[config.mk]
export PLATFORM = sky130hd
export DESIGN_NAME = rrbf_ctrl
export DESIGN_NICKNAME = d
export VERILOG_FILES = /design/src/hdl/rrbf_pkg.sv /design/src/hdl/rrbf_ctrl.sv
export SDC_FILE = /design/constraint.sdc
export NUM_CORES = 1
export LEC_CHECK = 0
export BUFFER_PORTS_ARGS = -buffer_cell sky130_fd_sc_hd__buf_2
export CAP_MARGIN = 5
export CORE_AREA = 2 2 39 41
export DETAILED_ROUTE_END_ITERATION = 10
export DIE_AREA = 0 0 41 43
export GPL_TIMING_DRIVEN = 0
export MAX_ROUTING_LAYER = met4
export PLACE_DENSITY = 0.42
export RECOVER_POWER = 50
export SLEW_MARGIN = 30
export SYNTH_ARGS = -nofsm -noshare
export SYNTH_HDL_FRONTEND = slang
export SYNTH_SLANG_ARGS = --single-unit
[constraint.sdc]
create_clock -name clk -period 1.6 [get_ports clk]
set_clock_uncertainty 0.1 [all_clocks]
set_input_delay 0.32 -clock clk [delete_from_list [all_inputs] [get_ports clk]]
set_output_delay 0.32 -clock clk [all_outputs]
set_load 0.01 [all_outputs]
[src/hdl/rrbf_pkg.sv]
// Shared constants, control and status types and the divide-by-fifteen helper
// for the RGBA4444 rectangle blend-fill block. Depends on nothing.
`timescale 1ns / 1ps
package rrbf_pkg;

  localparam int FB_WIDTH_DEF  = 640;
  localparam int FB_HEIGHT_DEF = 360;

  localparam int         CRD_W     = 11;
  localparam logic [3:0] NIB_MASK  = 4'hF;
  localparam int         ALPHA_LSB = 12;

  localparam logic OP_FILL = 1'b0;
  localparam logic OP_READ = 1'b1;

  typedef struct packed {
    logic clear;
    logic load;
    logic setup;
    logic step;
    logic rd;
    logic capture;
  } rrbf_cmd_t;

  typedef struct packed {
    logic clr_last;
    logic pix_last;
    logic is_read;
    logic empty;
  } rrbf_stat_t;

  // floor(v / 15) for v up to 225, by multiplication with 137 / 2048.
  function automatic logic [3:0] div15(input logic [7:0] v);
    logic [15:0] p;
    p = {8'b0, v} * 16'd137;
    return p[14:11];
  endfunction

endpackage

[src/hdl/rrbf_ctrl.sv]
// Controller of the blend-fill block: clearing pass, item sequencing and result strobe.
// Depends on rrbf_pkg.
`timescale 1ns / 1ps
module rrbf_ctrl
  import rrbf_pkg::*;
(
  input  logic       clk,
  input  logic       rst_n,
  input  logic       start,
  output logic       busy,
  output logic       out_valid,
  output rrbf_cmd_t  cmd,
  input  rrbf_stat_t stat
);

  typedef enum logic [2:0] {
    ST_CLEAR,
    ST_IDLE,
    ST_SETUP,
    ST_FILL,
    ST_DRAIN1,
    ST_DRAIN2,
    ST_READ,
    ST_RESP
  } state_t;

  state_t state_r, state_nxt;
  logic   out_valid_r;

  assign busy      = (state_r != ST_IDLE);
  assign out_valid = out_valid_r;

  always_comb begin
    state_nxt = state_r;
    cmd       = '0;
    case (state_r)
      ST_CLEAR: begin
        cmd.clear = 1'b1;
        if (stat.clr_last) state_nxt = ST_IDLE;
      end
      ST_IDLE: begin
        if (start) begin
          cmd.load  = 1'b1;
          state_nxt = ST_SETUP;
        end
      end
      ST_SETUP: begin
        cmd.setup = 1'b1;
        if (stat.is_read) state_nxt = ST_READ;
        else if (stat.empty) state_nxt = ST_RESP;
        else state_nxt = ST_FILL;
      end
      ST_FILL: begin
        cmd.step = 1'b1;
        if (stat.pix_last) state_nxt = ST_DRAIN1;
      end
      ST_DRAIN1: state_nxt = ST_DRAIN2;
      ST_DRAIN2: state_nxt = ST_RESP;
      ST_READ: begin
        cmd.rd    = 1'b1;
        state_nxt = ST_RESP;
      end
      ST_RESP: begin
        cmd.capture = 1'b1;
        state_nxt   = ST_IDLE;
      end
      default: state_nxt = ST_IDLE;
    endcase
  end

  always_ff @(posedge clk) begin
    if (!rst_n) begin
      state_r     <= ST_CLEAR;
      out_valid_r <= 1'b0;
    end else begin
      state_r     <= state_nxt;
      out_valid_r <= (state_r == ST_RESP);
    end
  end

endmodule

==> results of run 1 <==
final timing paths:
path | startpoint | endpoint | slack (ps) | depth (start not counted)
hold / removal | rst_n | out_valid$_SDFF_PN0_ | 240 | 2
setup / recovery | state_r[2]$_SDFFE_PN0P_ | cmd[4] | 110 | 4
hold reg to reg | state_r[1]$_SDFFE_PN0P_ | state_r[1]$_SDFFE_PN0P_ | 400 | 2
setup reg to reg | state_r[2]$_SDFFE_PN0P_ | state_r[0]$_SDFFE_PN0P_ | 460 | 4
cell type report:
type                            instances  share of cell area, %
Buffer                                  2                   6.21
Clock buffer                            3                   6.21
Inverter                                2                   2.07
Multi-Input combinational cell         27                   38.6
Sequential cell                         4                   22.4
Tap cell                               16                   5.52
Timing Repair Buffer                   14                   19.0
logic make-up (layout without fill, tap and decap cells):
family | Yosys count | after routing
buffers and inverters | 4 | 21
AO/OA/AOI/OAI | 8 | 8
AND/OR/NAND/NOR | 19 | 19
flip-flops | 4 | 4
critical path, cell delays in order, from the launching register on:
cell and delay [ps]:
dfxtp_1 300, buf_6 130, nor2_2 110, and3_2 180, buf_2 120
synthesized netlist by cell type:
master    number  area share [%]
buf_6          1             4.5
nand2_1        5             7.5
a21oi_1        2             4.0
nor2b_1        1             2.5
o21ai_2        1             3.5
buf_2          1             2.0
o31ai_1        1             3.0
nor2_1         7              11
o21ai_0        1             2.0
or3_1          1             2.5
nand2b_4       1             5.5
and3_1         1             2.5
inv_1          2             3.0
dfxtp_1        4              32
and3_2         1             3.0
and2_1         1             2.5
a211oi_1       1             3.0
o21ai_1        2             4.0
nor3_1         1             2.0
metal layers:
metal	up-vias	wire length [µm]
li1	150	-
met1	122	272
met2	14	265
met3	2	68
met4	0	9
met5	-	0
through the flow:
step | util, % | hold slack, ps | power, W | setup WS, ps
floorplan | - | 342 | 0.000190 | 403
global placement | 24.5 | 462 | 0.000226 | 227
detailed placement | 24.5 | 468 | 0.000225 | 235
CTS | 26.2 | 244 | 0.000356 | 18.0
global route | 26.2 | 256 | 0.000383 | 15.8
finish | 26.2 | 239 | 0.000351 | 111
sequential cells by signal (all words and copies together) (netlist names):
signal / cells
out_valid: 1
state_r: 3
where the power goes:
group	total (W)	internal (W)	switching (W)	leakage, nW
registers	0.000121	0.000111	0.0000109	0.0332
logic	0.000104	0.0000496	0.0000545	0.132
clock network	0.000126	0.0000839	0.0000416	0.0138
==> flow_summary.yaml, run 1 <==
outcome:
  status: "finished clean"
synthesis:
  yosysUniqueCellTypes: 19
  syn_nets: 42
  synthMuxAreaShare_pct: 0
  syn_area_um2: 249
  synth-seq-cells: 4
  syn_inst: 35
  synth_fa_ha_area_share_pct: 0
  ys_seq_area_share_pct: 32.2
  synth_xor_area_share_pct: 0
  synth_top_family_by_area: "simple AND/OR/NAND/NOR gates"
  synth-simple-area-share_pct: 38.7
  syn_area_per_cell_um2: 7.11
  yosys_warnings: 0
  synth_compound_area_share_pct: 19.6
layout:
  regArea_um2: 81.3
  most-common-layout-cells: "13 x buf_2, 6 x nor2_1, 5 x nand2_1"
  insertedDiodeCount: 0
  design_area_um2: 363
  area_delta_synth_final_pct: 45.7
  layout_commonest_cell: "buf_2"
  nNetsFinal: 61
  layout-drive-gt1-share_pct: 42.3
  nFillCells: 178
  fin_cells: 68
  multi_input_area_um2: 140
grt:
  grtUsageMet3_pct: 6.28
  antenna_found_initial: 0
  track_usage_pct: 9.14
  use_met2_pct: 11.9
  grt_pass1_vias: 265
  grt_pass1_wl_mm: 1.06
  grt-ovfl-total: 0
  use_met1_pct: 11.5
  grt_max_degree: 11
  grt-busiest-layer: "met2"
place:
  dpl.hpwl_um: 452
  place_area_um2: 339
  placed_cells: 65
  portBuffers: 14
  gp_congestion: 0.676
timing:
  fmax_mhz: 671
  fin_crit_ps: 1490
  setup_viol: 0
  fin_crit_sh_pct: 93.1
  rsz0062_at_grt: "false"
  fin_tns_setup_ps: 0
  hold_violations: 0
  worst_pin_slew_ps: 244
  drv_slew: 0
  maxSlewHeadroom_pct: 83.6
floorplanning:
  die-area_um2: 1760
  die_h_um: 43
  io-pin-count: 15
  num_rows: 14
  die_x_um: 41
  fp.coreArea_um2: 1380
  start_util_pct: 18.0
clock_network:
  cts_hold_buf: 0
  clockRootBuffer: "clkbuf_4"
  cts_sinks: 4
  cts.path.max_buffers: 2
  cts_max_level: 1
  cts_resized: 1
  numCtsBuffers: 3
  clk_latency_ps: 230
  post_cts.repair.setup_buffers: 0
  clk_pin_slew_ps: 40
  tritoncts: "yes"
setup_path:
  crit_fanout: 10
  critical_path_class: "flop to output port"
  crit_path_end_kind: "output port"
  crit_path_start_kind: "flop"
  worst_ep_arrival_time_ps: 1070
  cp.required_ps: 1180
drt:
  via_per_inst: 4.24
  dr_total_vias: 288
  dr.pass1.iters: 3
  wl_per_cell_um: 9.06
  finalWirelength_um: 616
  drc_errors: 0
  drt_iter0_drc: 5
  ant_nets: 0
pwr:
  ir_drop_v: 0.000488
  powerDensity_nw_per_um2: 967
  power_leakage_nw: 0.179
job:
  maxCapViolations: 0
worst_hold_path:
  holdCritPathClass: "input port to flop"
(Power assumes the default switching activity.)
==> inputs of run 2 (changes only) <==
SETUP_SLACK_MARGIN = 0.15   (was default)
==> run 2 against run 1 <==
Clock-buffer cell count stayed put. Sequential power is 3% higher. First-iteration DRC count is 80% lower.
==> flow_summary.yaml, run 2 (synthesis results as in run 1) <==
place:
  gp_congestion: 0.676
  dpl.hpwl_um: 452
  dp_slack_ps: 235
  placed_cells: 65
  portBuffers: 14
drt:
  dr_total_vias: 308
  ant_nets: 0
  drt_iter0_drc: 1
  finalWirelength_um: 686
  dr.pass1.iters: 2
  via_per_inst: 4.28
  wl_per_cell_um: 9.53
  drc_errors: 0
timing:
  fin_tns_setup_ps: 0
  fin_crit_sh_pct: 92.4
  maxSlewHeadroom_pct: 83.4
  holdWs_ps: 239
  worst_pin_slew_ps: 246
  fmax_mhz: 676
  setup_viol: 0
  fin_crit_ps: 1480
  hold_violations: 0
  setup_ws_ps: 121
  rsz0062_at_grt: "true"
  drv_slew: 0
pwr:
  power_leakage_nw: 0.201
  ir_drop_v: 0.000468
  powerDensity_nw_per_um2: 911
layout:
  largest_reg_flops: 3
  insertedDiodeCount: 0
  layout-drive-gt1-share_pct: 53.6
  regArea_um2: 88.8
  multi_input_area_um2: 154
  postLayoutCoreUtil_pct: 30.2
  largest-register: "state_r"
  layout_commonest_cell: "buf_2"
  area_delta_synth_final_pct: 67.8
  nNetsFinal: 65
  most-common-layout-cells: "13 x buf_2, 5 x nand2_1, 4 x nor2_1"
  nFillCells: 170
  fin_cells: 72
grt:
  antenna_found_initial: 0
  grt_max_degree: 9
  grt_pass1_vias: 297
  grt_pass1_wl_mm: 1.19
  grt-ovfl-total: 0
  track_usage_pct: 10.2
setup_path:
  crit_fanout: 7
  r2r_setup_slack_ps: 440
  cp.required_ps: 1180
  startpoint: "state_r[2]$_SDFFE_PN0P_"
  critical_path_class: "flop to output port"
  crit_path_start_kind: "flop"
  reg2reg_from: "state_r[2]$_SDFFE_PN0P_"
  crit_path_end_kind: "output port"
  worst_ep_arrival_time_ps: 1060
floorplanning:
  die_x_um: 41
  die_h_um: 43
  io-pin-count: 15
  num_rows: 14
  die-area_um2: 1760
  fp.coreArea_um2: 1380
  start_util_pct: 18.0
worst_hold_path:
  min-delay-start: "rst_n"
  holdCritPathClass: "input port to flop"
clock_network:
  tritoncts: "yes"
  clk_pin_slew_ps: 40
  cts_max_level: 1
  numCtsBuffers: 3
  cts.path.max_buffers: 2
  clk_latency_ps: 230
  cts_sinks: 4
  clockRootBuffer: "clkbuf_4"
  cts_hold_buf: 0
job:
  maxCapViolations: 0
outcome:
  status: "finished clean"
-- run 2: cell types whose count changed in the layout (fill, tap and decap cells not counted), moves of 2 or more --
cell     delta
buf_4       +3
dfxtp_1     -2
dfxtp_4     +2
nor2_1      -2
-- run 2: area by class of cell --
type / count / share of cell area, %
sequential: 4 / 21.3
inverter: 2 / 1.80
timing repair buffer: 18 / 24.6
multi-input combinational: 27 / 36.8
clock buffer: 3 / 5.39
buffer: 2 / 5.39
tap: 16 / 4.79
-- run 2: layer usage --
layer / track usage, % / part of all wire (%) / wire length [µm]
met1: 13.1 / 44 / 300
met2: 13.4 / 44 / 303
met3: 6.28 / 10 / 72
met4: 2.00 / 1.3 / 9
met5: - / 0 / 0
-- run 2: path summary, 6_finish.rpt --
path,end,cells past startpoint
worst max register to register,state_r[0]$_SDFFE_PN0P_,4
worst max-delay path,cmd[3],4
worst min register to register,state_r[1]$_SDFFE_PN0P_,2
worst min-delay path,out_valid$_SDFF_PN0_,2
-- run 2: critical path: stages, from the launching register on --
cell and delay [ps]:
dfxtp_2 310, buf_6 120, nand2b_1 180, nor2_2 90, buf_2 130
-- run 2: stage by stage --
stage / area, µm² / total power (W)
final: 418 / 0.000381
after global routing: 418 / 0.000415
after CTS: 414 / 0.000387
after detailed placement: 339 / 0.000225
after global placement: 339 / 0.000226
after floorplan: 249 / 0.000190
-- run 2: report_power, final --
group | total [W] | switching, W | internal (W)
Clock | 0.000126 | 0.0000416 | 0.0000839
Combinational | 0.000130 | 0.0000620 | 0.0000680
Sequential | 0.000125 | 0.0000130 | 0.000112
Total | 0.000381 | 0.000117 | 0.000264
-- run 2: timing repair --
| item | 4_1_cts | 5_1_grt |
|---|---|---|
| setup buffers | 2 | 1 |
| pin swaps | 0 | 0 |
| resized for setup | 11 | 2 |
| endpoints found under the setup margin | 5 | 4 |
| gates cloned | 1 | 0 |
